===== config.mk =====
export PLATFORM = sky130hd
export DESIGN_NAME = alias_smp_ctrl
export DESIGN_NICKNAME = d
export VERILOG_FILES = /design/src/hdl/alias_smp_pkg.sv /design/src/hdl/alias_smp_ctrl.sv
export SDC_FILE = /design/constraint.sdc
export NUM_CORES = 1
export LEC_CHECK = 0
export ABC_AREA = 1
export BUFFER_PORTS_ARGS = -buffer_cell sky130_fd_sc_hd__buf_2
export CAP_MARGIN = 20
export CORE_AREA = 2 2 39 41
export CTS_BUF_LIST = sky130_fd_sc_hd__clkbuf_16
export CTS_CLUSTER_SIZE = 10
export DETAILED_ROUTE_END_ITERATION = 10
export DIE_AREA = 0 0 41 43
export PLACE_DENSITY = 0.46
export SETUP_SLACK_MARGIN = 0.5
export SLEW_MARGIN = 40
export SYNTH_ARGS = -nofsm -noshare
export SYNTH_HDL_FRONTEND = slang
export SYNTH_SLANG_ARGS = --single-unit
export TNS_END_PERCENT = 1

===== constraint.sdc =====
create_clock -name i_clk -period 2.4 [get_ports i_clk]
set_input_delay 0.12 -clock i_clk [delete_from_list [all_inputs] [get_ports i_clk]]
set_output_delay 0.12 -clock i_clk [all_outputs]
set_load 0.01 [all_outputs]

===== src/hdl/alias_smp_pkg.sv =====
// alias_smp_pkg: shared widths, generator constants, opcodes and the
// controller-to-datapath command bundle of the alias method sampler
// no dependencies
`default_nettype none

package alias_smp_pkg;

    // table geometry
    localparam int MAX_CATEGORIES = 1024;
    localparam int IDX_W          = 10;
    localparam int SIZE_W         = 11;
    localparam int THR_W          = 33;

    // generator
    localparam int LCG_W    = 48;
    localparam int DRAW_W   = 32;
    localparam int HALF_W   = 24;
    localparam int MUL_W    = HALF_W + DRAW_W;
    localparam logic [DRAW_W-1:0] LCG_MULT_LO = 32'hDEEC_E66D;
    localparam logic [LCG_W-1:0]  LCG_INC     = 48'h0000_0000_000B;
    localparam logic [LCG_W-1:0]  LCG_RESET   = 48'h0000_0F0F_0F0F;

    // opcodes
    localparam int OP_W = 2;
    localparam logic [OP_W-1:0] OP_WRITE  = 2'd0;
    localparam logic [OP_W-1:0] OP_SAMPLE = 2'd1;
    localparam logic [OP_W-1:0] OP_RESEED = 2'd2;

    // configuration port
    localparam int APB_AW = 3;
    localparam int APB_DW = 32;
    localparam logic [SIZE_W-1:0] SIZE_RESET = 11'd1;

    typedef struct packed {
        logic load_seed;
        logic wr_entry;
        logic mul_lo;
        logic mul_hi;
        logic add_step;
        logic slot_en;
        logic mem_rd;
        logic decide;
    } t_ctrl_cmd;

endpackage

`default_nettype wire


===== src/hdl/alias_smp_ctrl.sv =====
// alias_smp_ctrl: sequencer for table writes, reseeds and sample draws
// depends on alias_smp_pkg
`default_nettype none

module alias_smp_ctrl (
    input  wire logic                          i_clk,
    input  wire logic                          i_rst_n,
    input  wire logic                          start,
    input  wire logic [alias_smp_pkg::OP_W-1:0] i_opcode,
    output logic                               busy,
    output alias_smp_pkg::t_ctrl_cmd           o_cmd
);

    localparam logic [2:0] ST_IDLE   = 3'd0;
    localparam logic [2:0] ST_MUL_LO = 3'd1;
    localparam logic [2:0] ST_MUL_HI = 3'd2;
    localparam logic [2:0] ST_ADD    = 3'd3;
    localparam logic [2:0] ST_DECIDE = 3'd4;

    logic [2:0] r_state;
    logic [2:0] n_state;
    logic       r_second;
    logic       n_second;
    logic       accept;

    assign busy   = (r_state != ST_IDLE);
    assign accept = start && !busy;

    always_comb begin
        n_state  = r_state;
        n_second = r_second;
        case (r_state)
            ST_IDLE: begin
                if (accept && i_opcode == alias_smp_pkg::OP_SAMPLE) begin
                    n_state  = ST_MUL_LO;
                    n_second = 1'b0;
                end
            end
            ST_MUL_LO: n_state = ST_MUL_HI;
            ST_MUL_HI: n_state = ST_ADD;
            ST_ADD: begin
                if (r_second) begin
                    n_state = ST_DECIDE;
                end else begin
                    n_state  = ST_MUL_LO;
                    n_second = 1'b1;
                end
            end
            ST_DECIDE: n_state = ST_IDLE;
            default:   n_state = ST_IDLE;
        endcase
    end

    always_ff @(posedge i_clk) begin
        if (!i_rst_n) begin
            r_state  <= ST_IDLE;
            r_second <= 1'b0;
        end else begin
            r_state  <= n_state;
            r_second <= n_second;
        end
    end

    always_comb begin
        o_cmd.load_seed = accept && (i_opcode == alias_smp_pkg::OP_RESEED);
        o_cmd.wr_entry  = accept && (i_opcode == alias_smp_pkg::OP_WRITE);
        o_cmd.mul_lo    = (r_state == ST_MUL_LO);
        o_cmd.mul_hi    = (r_state == ST_MUL_HI);
        o_cmd.add_step  = (r_state == ST_ADD);
        // slot pick and table read overlap the second generator step
        o_cmd.slot_en   = (r_state == ST_MUL_LO) && r_second;
        o_cmd.mem_rd    = (r_state == ST_MUL_HI) && r_second;
        o_cmd.decide    = (r_state == ST_DECIDE);
    end

    a_sample_goes_busy: assert property (@(posedge i_clk) disable iff (!i_rst_n)
        (accept && i_opcode == alias_smp_pkg::OP_SAMPLE) |=> (r_state == ST_MUL_LO && !r_second))
        else $error("sample transaction did not start the first generator step");

    a_second_step_follows: assert property (@(posedge i_clk) disable iff (!i_rst_n)
        (r_state == ST_ADD && !r_second) |=> (r_state == ST_MUL_LO && r_second))
        else $error("second generator step not started after the first");

    a_decide_ends: assert property (@(posedge i_clk) disable iff (!i_rst_n)
        (r_state == ST_DECIDE) |=> (r_state == ST_IDLE))
        else $error("controller did not return to idle after the decision");

    a_no_write_while_busy: assert property (@(posedge i_clk) disable iff (!i_rst_n)
        (o_cmd.wr_entry || o_cmd.load_seed) |-> (r_state == ST_IDLE && !o_cmd.add_step))
        else $error("table write or reseed issued during a sample");

endmodule

`default_nettype wire


==> results.toml, run 1 <==
[synth]
syn_area_sq_um = 233
synthXorXnorAreaFrac = 0
synth_area_leader_cell = "dfxtp_1"
yosys.area_share.adder = 0
ys_ff_latch = 4
async_flop_share = 0
ys_types = 16
synth-edff-count = 0
synth_area_leaders = "dfxtp_1 (34%), nor3_1 (8.6%), inv_1 (8.1%), nand2_1 (8.1%), nor2_1 (8.1%)"
synth_compound_area_frac = 0.113
syn-num-nets = 40
yosys.area_share.simple = 0.414
synthTopCellsByCount = "inv_1 (5), nand2_1 (5), nor2_1 (5), dfxtp_1 (4), nor3_1 (4)"
synth_top_flop_cell = "dfxtp_1"
synthMuxAreaShare = 0
synth_top_family_by_area = "simple AND/OR/NAND/NOR gates"
synth_top_area_frac = 0.344
syn_inst = 35
yosys_warnings = 0
ys_seq_area_frac = 0.344
syn_avg_cell_area_sq_um = 6.65

[timing]
maxSlewViolCount = 0
skew_ns = 0.00219
finalCritPeriodShare = 0.525
fin_ws_ns = 1.14
slew_headroom = 0.827
fin_setup_tns_ns = 0
worst_slew_pin_slew_ns = 0.257
hold_viol = 0
grt_setup_unrepaired = "no"
fmax_mhz = 794
setup_viol = 0
whs_ns = 0.142
post-route-min-period_ns = 1.26

[routing]
avgRoutedWirePerCell_microns = 8.26
antenna_left = 0
via_per_inst = 3.94
vias = 260
drtIter0Drc = 0
drtPass1Iterations = 1
drc = 0
routed_wl_microns = 545

[pwr]
leakage_nw = 0.190
ir_worst_vdd_mv = 0.212
total_power_w = 0.000388
p_per_area_nw_per_um2 = 1010

[global_routing]
use_met3 = 0.0471
grt.total_usage = 0.0763
grt_max_degree = 8
grt_pass1_vias = 222
grt_pass1_wl_microns = 834
antenna_found_initial = 0
met2_usage = 0.0969
grt_busiest_layer = "met2"
gr-usage-met1 = 0.0868
grt-ovfl-total = 0

[clock_tree]
post-cts-setup-buffers = 0
path_clk_slew_ns = 0.03
cts_resized = 0
cts_buffers = 3
cts_hold_repair.buffers = 0
htreeDepth = 1
numClockSinks = 4
cts_buffer_depth = 2
clock_latency_ns = 0.22
clockRootBuffer = "clkbuf_16"
cts_tree = "yes"

[floorplanning]
start_util = 0.168
io_pins = 14
coreArea_sq_um = 1380
die_width_microns = 41
die_y_microns = 43
die-area_sq_um = 1760
placementRows = 14

[place]
gp_congestion = 0.604
dp_slack_ns = 1.36
dp_hpwl_microns = 447
dpl_cell_area_sq_um = 310
io_buffers = 13

[run]
cap_violations = 0

[critical_path]
required_ns = 2.28
critPathKind = "flip-flop to output pin"
path_max_fanout = 7
endpoint_kind = "output pin"
cp.arrival_ns = 1.14
worstSetupStartpointType = "flip-flop"

[cells_and_area]
final_area_sq_um = 385
drive_gt1_frac = 0.400
nets = 57
area_delta_synth_final_pct = 65.6
n_antenna_cell = 0

[worst_hold_path]
hold_class = "input port to flip-flop"

[run_status]
status = "finished, final reports clean"
==> placed cells by master, fill, tap and decap left out, drive strengths merged <==
master	n
buf	13
dfxtp	4
clkbuf	3
a21oi	2
o21ai	1
nand2	5
nand4	1
nor3	5
inv	6
nor4	1
nor2	6
o21a	1
nand3	2
==> state kept, by name (all words and copies together), names as in the netlist <==
signal / cells
r_state: 3
r_second: 1
==> stage by stage <==
step / util / std cells
after floorplan: - / 35
after global placement: 0.224 / 63
after detailed placement: 0.224 / 63
after CTS: 0.278 / 66
after global routing: 0.278 / 66
final: 0.278 / 66
==> critical path, stage by stage, from the launching register on <==
cell	delay, ns
dfxtp_1	0.34
nor2_1	0.17
nand3_1	0.11
nor3_1	0.14
buf_2	0.15
==> layout make-up <==
cell class	instances	area [sq um]
Timing Repair Buffer	13	65.1
Tap cell	16	20.0
Clock buffer	3	75.1
Inverter	6	22.5
Multi-Input combinational cell	24	123
Sequential cell	4	80.1
Fill cell	164	998
==> cell families (layout without fill, tap and decap cells) <==
| kind of cell | after synthesis | count (layout) |
|---|---|---|
| simple gates | 20 | 20 |
| buf+inv | 7 | 22 |
| compound gates | 4 | 4 |
| flops | 4 | 4 |
==> report_power, final <==
part            total, W  switching, W  internal (W)
registers      0.0000785    0.00000616     0.0000724
logic          0.0000508     0.0000307     0.0000201
clock network   0.000259     0.0000459      0.000213
total           0.000388     0.0000828      0.000305
==> path summary, 6_finish.rpt <==
check                           startpoint    endpoint  slack [ns]  depth (start not counted)
worst min register to register    r_second    r_second        0.48                          2
worst min-delay path               i_rst_n  r_state[1]        0.14                          2
worst max-delay path            r_state[0]    o_cmd[6]        1.14                          4
worst max register to register  r_state[0]  r_state[0]        1.49                          4
==> per-layer routing <==
layer | wire (microns) | vias up
met2 | 246 | 8
met1 | 248 | 104
met3 | 37 | 2
met5 | 0 | -
li1 | - | 146
met4 | 13 | 0
Power figures use the tool's default switching activity.
==> inputs of run 2 (changes only) <==
Clock period 2.4 ns to 1.2 ns, I/O delays scaled along.
==> run 2 against run 1 <==
Global-route usage rose by 1.1 points; cell count increased by 3.0%; total power grew 120%; flip-flop and latch count unchanged; critical path depth fell by 2; clock power increased by 98%; sequential share of layout area shrank 1.7 points; first-iteration DRC count rose by 3; clock-buffer cell count stayed put; via count rose by 8.8%; critical path type unchanged; largest cell class unchanged; highest routed layer unchanged.
==> results.toml, run 2 (synthesis results as in run 1) <==
[run_status]
status = "finished, final reports clean"

[critical_path]
ff2ff_path_depth = 6
worstSetupStartpointType = "flip-flop"
path_max_fanout = 6
path_cells = "nor4_2, buf_2"
worstSetupStartpoint = "r_state[2]"
crit_cells = 2
crit_family = "flip-flops"
required_ns = 1.14
critPathSlowestCell = "dfxtp_4"
regToRegStartpoint = "r_state[0]"
path_buf_inv = 1
critPathKind = "flip-flop to output pin"
endpoint_kind = "output pin"
max_stage_delay_ns = 0.38
cp.arrival_ns = 1.04

[routing]
routed_wl_microns = 624
vias = 283
drtPass1Iterations = 2
via_per_inst = 4.16
avgRoutedWirePerCell_microns = 9.18
antenna_left = 0
drc = 0
drtIter0Drc = 3

[floorplanning]
start_util = 0.168
coreArea_sq_um = 1380
io_pins = 14
die_y_microns = 43
die-area_sq_um = 1760
placementRows = 14
die_width_microns = 41

[timing]
skew_ns = 0.00108
finalCritPeriodShare = 0.913
fmax_mhz = 913
post-route-min-period_ns = 1.10
worst_slew_pin_slew_ns = 0.191
hold_viol = 0
setup_viol = 0
fin_ws_ns = 0.104
grt_setup_unrepaired = "yes"
fin_setup_tns_ns = 0
slew_headroom = 0.872
maxSlewViolCount = 0

[cells_and_area]
layout_common_cells = "buf_2 (13), nor3_2 (4)"
register_area_sq_um = 91.3
area_delta_synth_final_pct = 106
multiInputGateArea_sq_um = 185
top_register = "r_state"
nets = 59
final_area_sq_um = 479
final_common_cell = "buf_2"
final_core_util = 0.346
fillerInstances = 150
drive_gt1_frac = 0.731
top_regs = "r_state: 3 flops, r_second: 1 flops"
n_antenna_cell = 0
largest_register_ffs = 3

[clock_tree]
path_clk_slew_ns = 0.03
cts_tree = "yes"
cts_buffer_depth = 2
clock_latency_ns = 0.22
clockRootBuffer = "clkbuf_16"
htreeDepth = 1
cts_buffers = 3
cts_hold_repair.buffers = 0
numClockSinks = 4

[pwr]
leakage_nw = 0.215
p_per_area_nw_per_um2 = 1760
ir_worst_vdd_mv = 0.863

[global_routing]
grt-ovfl-total = 0
antenna_found_initial = 0
grt.total_usage = 0.0874
grt_pass1_vias = 246
grt_max_degree = 8
grt_pass1_wl_microns = 903

[place]
gp_congestion = 0.703
io_buffers = 13
dpl_cell_area_sq_um = 379
dp_slack_ns = 0.294
dp_hpwl_microns = 467

[worst_hold_path]
hold_class = "input port to flip-flop"
min_from = "i_rst_n"
worst_hold_path.num_cells = 2

[run]
cap_violations = 0
[run 2: cell count changes in the layout (fill, tap and decap cells not counted), moves of 2 or more]
cell	delta
nor3_1	-4
dfxtp_1	-3
dfxtp_4	+3
inv_1	-3
nor3_2	+3
buf_4	+2
inv_4	+2
nand2_1	-2
nor2_1	-2
nor2_4	+2
[run 2: where the power goes]
group	total, W	switching (W)	internal (W)
logic	0.000155	0.0000779	0.0000770
clock network	0.000513	0.0000880	0.000425
registers	0.000174	0.0000283	0.000146
[run 2: worst paths after layout]
check | endpoint | slack, ns
max | o_cmd[1] | 0.10
min | r_state[1] | 0.09
max reg2reg | r_second | 0.19
min reg2reg | r_second | 0.49
[run 2: cell type report]
class | instances | area share
clock buffer | 3 | 0.157
inverter | 6 | 0.0574
sequential | 4 | 0.191
multi-input combinational | 24 | 0.386
tap | 16 | 0.0418
timing repair buffer | 15 | 0.167
[run 2: metal layers]
metal | track usage | wire length, microns
met5 | 0 | 0
met3 | 0.0628 | 54
met1 | 0.0774 | 242
met4 | 0.100 | 31
met2 | 0.113 | 296
[run 2: through the flow]
stage / power [W] / hold slack (ns) / std cells
floorplan: 0.000268 / 0.153 / 35
global placement: 0.000309 / 0.317 / 63
detailed placement: 0.000309 / 0.315 / 63
CTS: 0.000855 / 0.0860 / 68
global route: 0.000876 / 0.0930 / 68
finish: 0.000842 / 0.0858 / 68
[run 2: repair_timing]
action                                  CTS  global route
setup buffers                             2             0
endpoints found under the setup margin   13            13
pin swaps                                 1             1
gates resized for setup                   3             1
[run 2: worst register-to-register path: cells and delay by family (launching register included)]
kind	cells	cell delay, ns
AND/OR/NAND/NOR	3	0.18
flip-flops	1	0.41
buffers and inverters	2	0.25
AO/OA/AOI/OAI	1	0.10
==> inputs of run 3 (changes only) <==
Settings changed: ABC_AREA 1 to not set, PLACE_DENSITY 0.46 to 0.49.
==> run 3 against run 2 <==
Via count is 2.8% lower; highest routed layer is now met3; clock power barely moved; the flow now finishes with violations (negative setup slack); sequential share of layout area is 1.2 points lower; largest power group unchanged; synthesized cell count is 17% lower.
==> results.toml, run 3 <==
[synth]
ys_seq_area_frac = 0.303
syn_avg_cell_area_sq_um = 9.10
ys_types = 19
ys_ff_latch = 4
yosys_warnings = 0
syn-num-nets = 34
synth_area_leaders = "dfxtp_1 (30%), nor3b_1 (14%), or4b_4 (5.2%), nand2b_1 (4.7%), buf_6 (4.3%)"
synth_top_area_frac = 0.303
synthTopCellsByCount = "nor3b_1 (5), dfxtp_1 (4), nor2_1 (3), nand2b_1 (2)"
yosysMostFrequentCell = "nor3b_1"
syn_inst = 29
synth-edff-count = 0
async_flop_share = 0
synth_area_leader_cell = "dfxtp_1"
syn_area_sq_um = 264
synth_top_flop_cell = "dfxtp_1"

[timing]
fmax_mhz = 691
grt_setup_unrepaired = "yes"
whs_ns = 0.128
slew_headroom = 0.849
finalCritPeriodShare = 1.21
skew_ns = 0.00333
post-route-min-period_ns = 1.45
setup_viol = 7
maxSlewViolCount = 0
worst_slew_pin_slew_ns = 0.226
hold_viol = 0
fin_ws_ns = -0.248

[place]
io_buffers = 13
dpl_cell_area_sq_um = 358
dp_hpwl_microns = 473
gp_congestion = 0.759

[routing]
drtPass1Iterations = 2
via_per_inst = 4.44
antenna_left = 0
drc = 0
avgRoutedWirePerCell_microns = 12.1
drtIter0Drc = 3
routed_wl_microns = 753
vias = 275

[floorplanning]
die_width_microns = 41
die_y_microns = 43
die-area_sq_um = 1760
coreArea_sq_um = 1380
io_pins = 14
start_util = 0.191
placementRows = 14

[cells_and_area]
register_area_sq_um = 86.3
area_delta_synth_final_pct = 83.4
drive_gt1_frac = 0.696
fillerInstances = 159
final_area_sq_um = 484
layout_common_cells = "buf_2 (12), nor2_1 (3), nor3b_2 (3), clkbuf_16 (3), buf_6 (3)"
final_common_cell = "buf_2"
multiInputGateArea_sq_um = 190
n_antenna_cell = 0
top_regs = "r_state: 3 flops, r_second: 1 flops"
nets = 53
largest_register_ffs = 3
top_register = "r_state"

[critical_path]
critPathSlowestCell = "or4b_4"
critPathKind = "flip-flop to output pin"
endpoint_kind = "output pin"
path_max_fanout = 3
worstSetupStartpointType = "flip-flop"
regToRegStartpoint = "r_state[0]"
path_cells = "or4b_4, nor3b_2, buf_2"
worstSetupStartpoint = "r_state[0]"
required_ns = 1.14
max_stage_delay_ns = 0.56
cp.arrival_ns = 1.39

[pwr]
leakage_nw = 0.223
ir_worst_vdd_mv = 1.47
p_per_area_nw_per_um2 = 1620
seqPwrFrac = 0.189
combinationalPowerShare = 0.159
p_int_w = 0.000635
clkPwrFrac = 0.651
switchingPower_w = 0.000150
switching_share = 0.191

[run_status]
status = "finished, violations left"
violations = "negative setup slack"

[worst_hold_path]
hold_class = "input port to flip-flop"
min_from = "i_rst_n"

[clock_tree]
cts_buffers = 3
numClockSinks = 4
cts_tree = "yes"
cts_buffer_depth = 2
clockRootBuffer = "clkbuf_16"
clock_latency_ns = 0.22
path_clk_slew_ns = 0.03
htreeDepth = 1

[global_routing]
grt-ovfl-total = 0
grt_max_degree = 10
grt_pass1_wl_microns = 1040
grt_pass1_vias = 258
antenna_found_initial = 0
grt.total_usage = 0.0943

[run]
cap_violations = 0
## run 3: cell type report
class | count | area share
multi-input cells | 21 | 0.393
repair buffers | 17 | 0.225
flip-flops and latches | 4 | 0.178
clock buffers | 3 | 0.155
well taps | 16 | 0.0413
inverters | 1 | 0.00775
## run 3: metrics by stage
stage | setup slack, ns | util | instances | TNS [ns] | power (W)
final | -0.248 | 0.350 | 62 | -0.839 | 0.000785
after detailed placement | -0.0430 | 0.259 | 58 | -0.0555 | 0.000246
after CTS | -0.247 | 0.324 | 62 | -1.10 | 0.000775
after global placement | -0.0343 | 0.259 | 58 | -0.0411 | 0.000246
after global routing | -0.296 | 0.350 | 62 | -1.21 | 0.000823
after floorplan | -0.0705 | - | 29 | -0.134 | 0.000218
## run 3: final timing paths
kind	to	slack [ns]	cells past startpoint
worst max-delay path	o_cmd[7]	-0.25	3
worst min-delay path	r_second	0.13	2
worst max register to register	r_second	-0.15	3
worst min register to register	r_state[2]	0.50	2
## run 3: worst max-delay path, delay by kind of cell, from the launching register on
family / cells / cell delay, ns
and+or+nand+nor: 2 / 0.72
DFF: 1 / 0.31
buffers and inverters: 1 / 0.14
## run 3: logic make-up (layout without fill, tap and decap cells)
family | after synthesis | after routing | synth area share
xor gates and xnor gates | 1 | 1 | 0.0332
and+or+nand+nor | 18 | 18 | 0.483
AOI/OAI and AO/OA | 2 | 2 | 0.0758
DFF | 4 | 4 | 0.303
buffers and inverters | 4 | 21 | 0.104
## run 3: repair_timing
item / in CTS / in global routing
setup buffers: 1 / 0
hold buffers: 0 / 0
endpoints found under the hold margin: 0 / 0
pin swaps: 3 / 2
gates resized for setup: 1 / 11
endpoints found under the setup margin: 13 / 13
## run 3: power by group through the flow
stage               clock network, W  registers [W]   logic, W
finish                      0.000512       0.000149   0.000125
floorplan                          0       0.000145  0.0000732
global route                0.000537       0.000150   0.000137
global placement                   0       0.000148  0.0000975
detailed placement                 0       0.000148  0.0000980
CTS                         0.000520       0.000146   0.000109
## run 3: layer usage
metal | global-route usage | vias up | part of all wire | wire length [microns]
met5 | 0 | - | 0 | 0
met2 | 0.116 | 16 | 0.47 | 357
li1 | - | 138 | - | -
met1 | 0.122 | 121 | 0.43 | 326
met3 | 0.0628 | 0 | 0.093 | 70
met4 | 0.0467 | 0 | 0 | 0
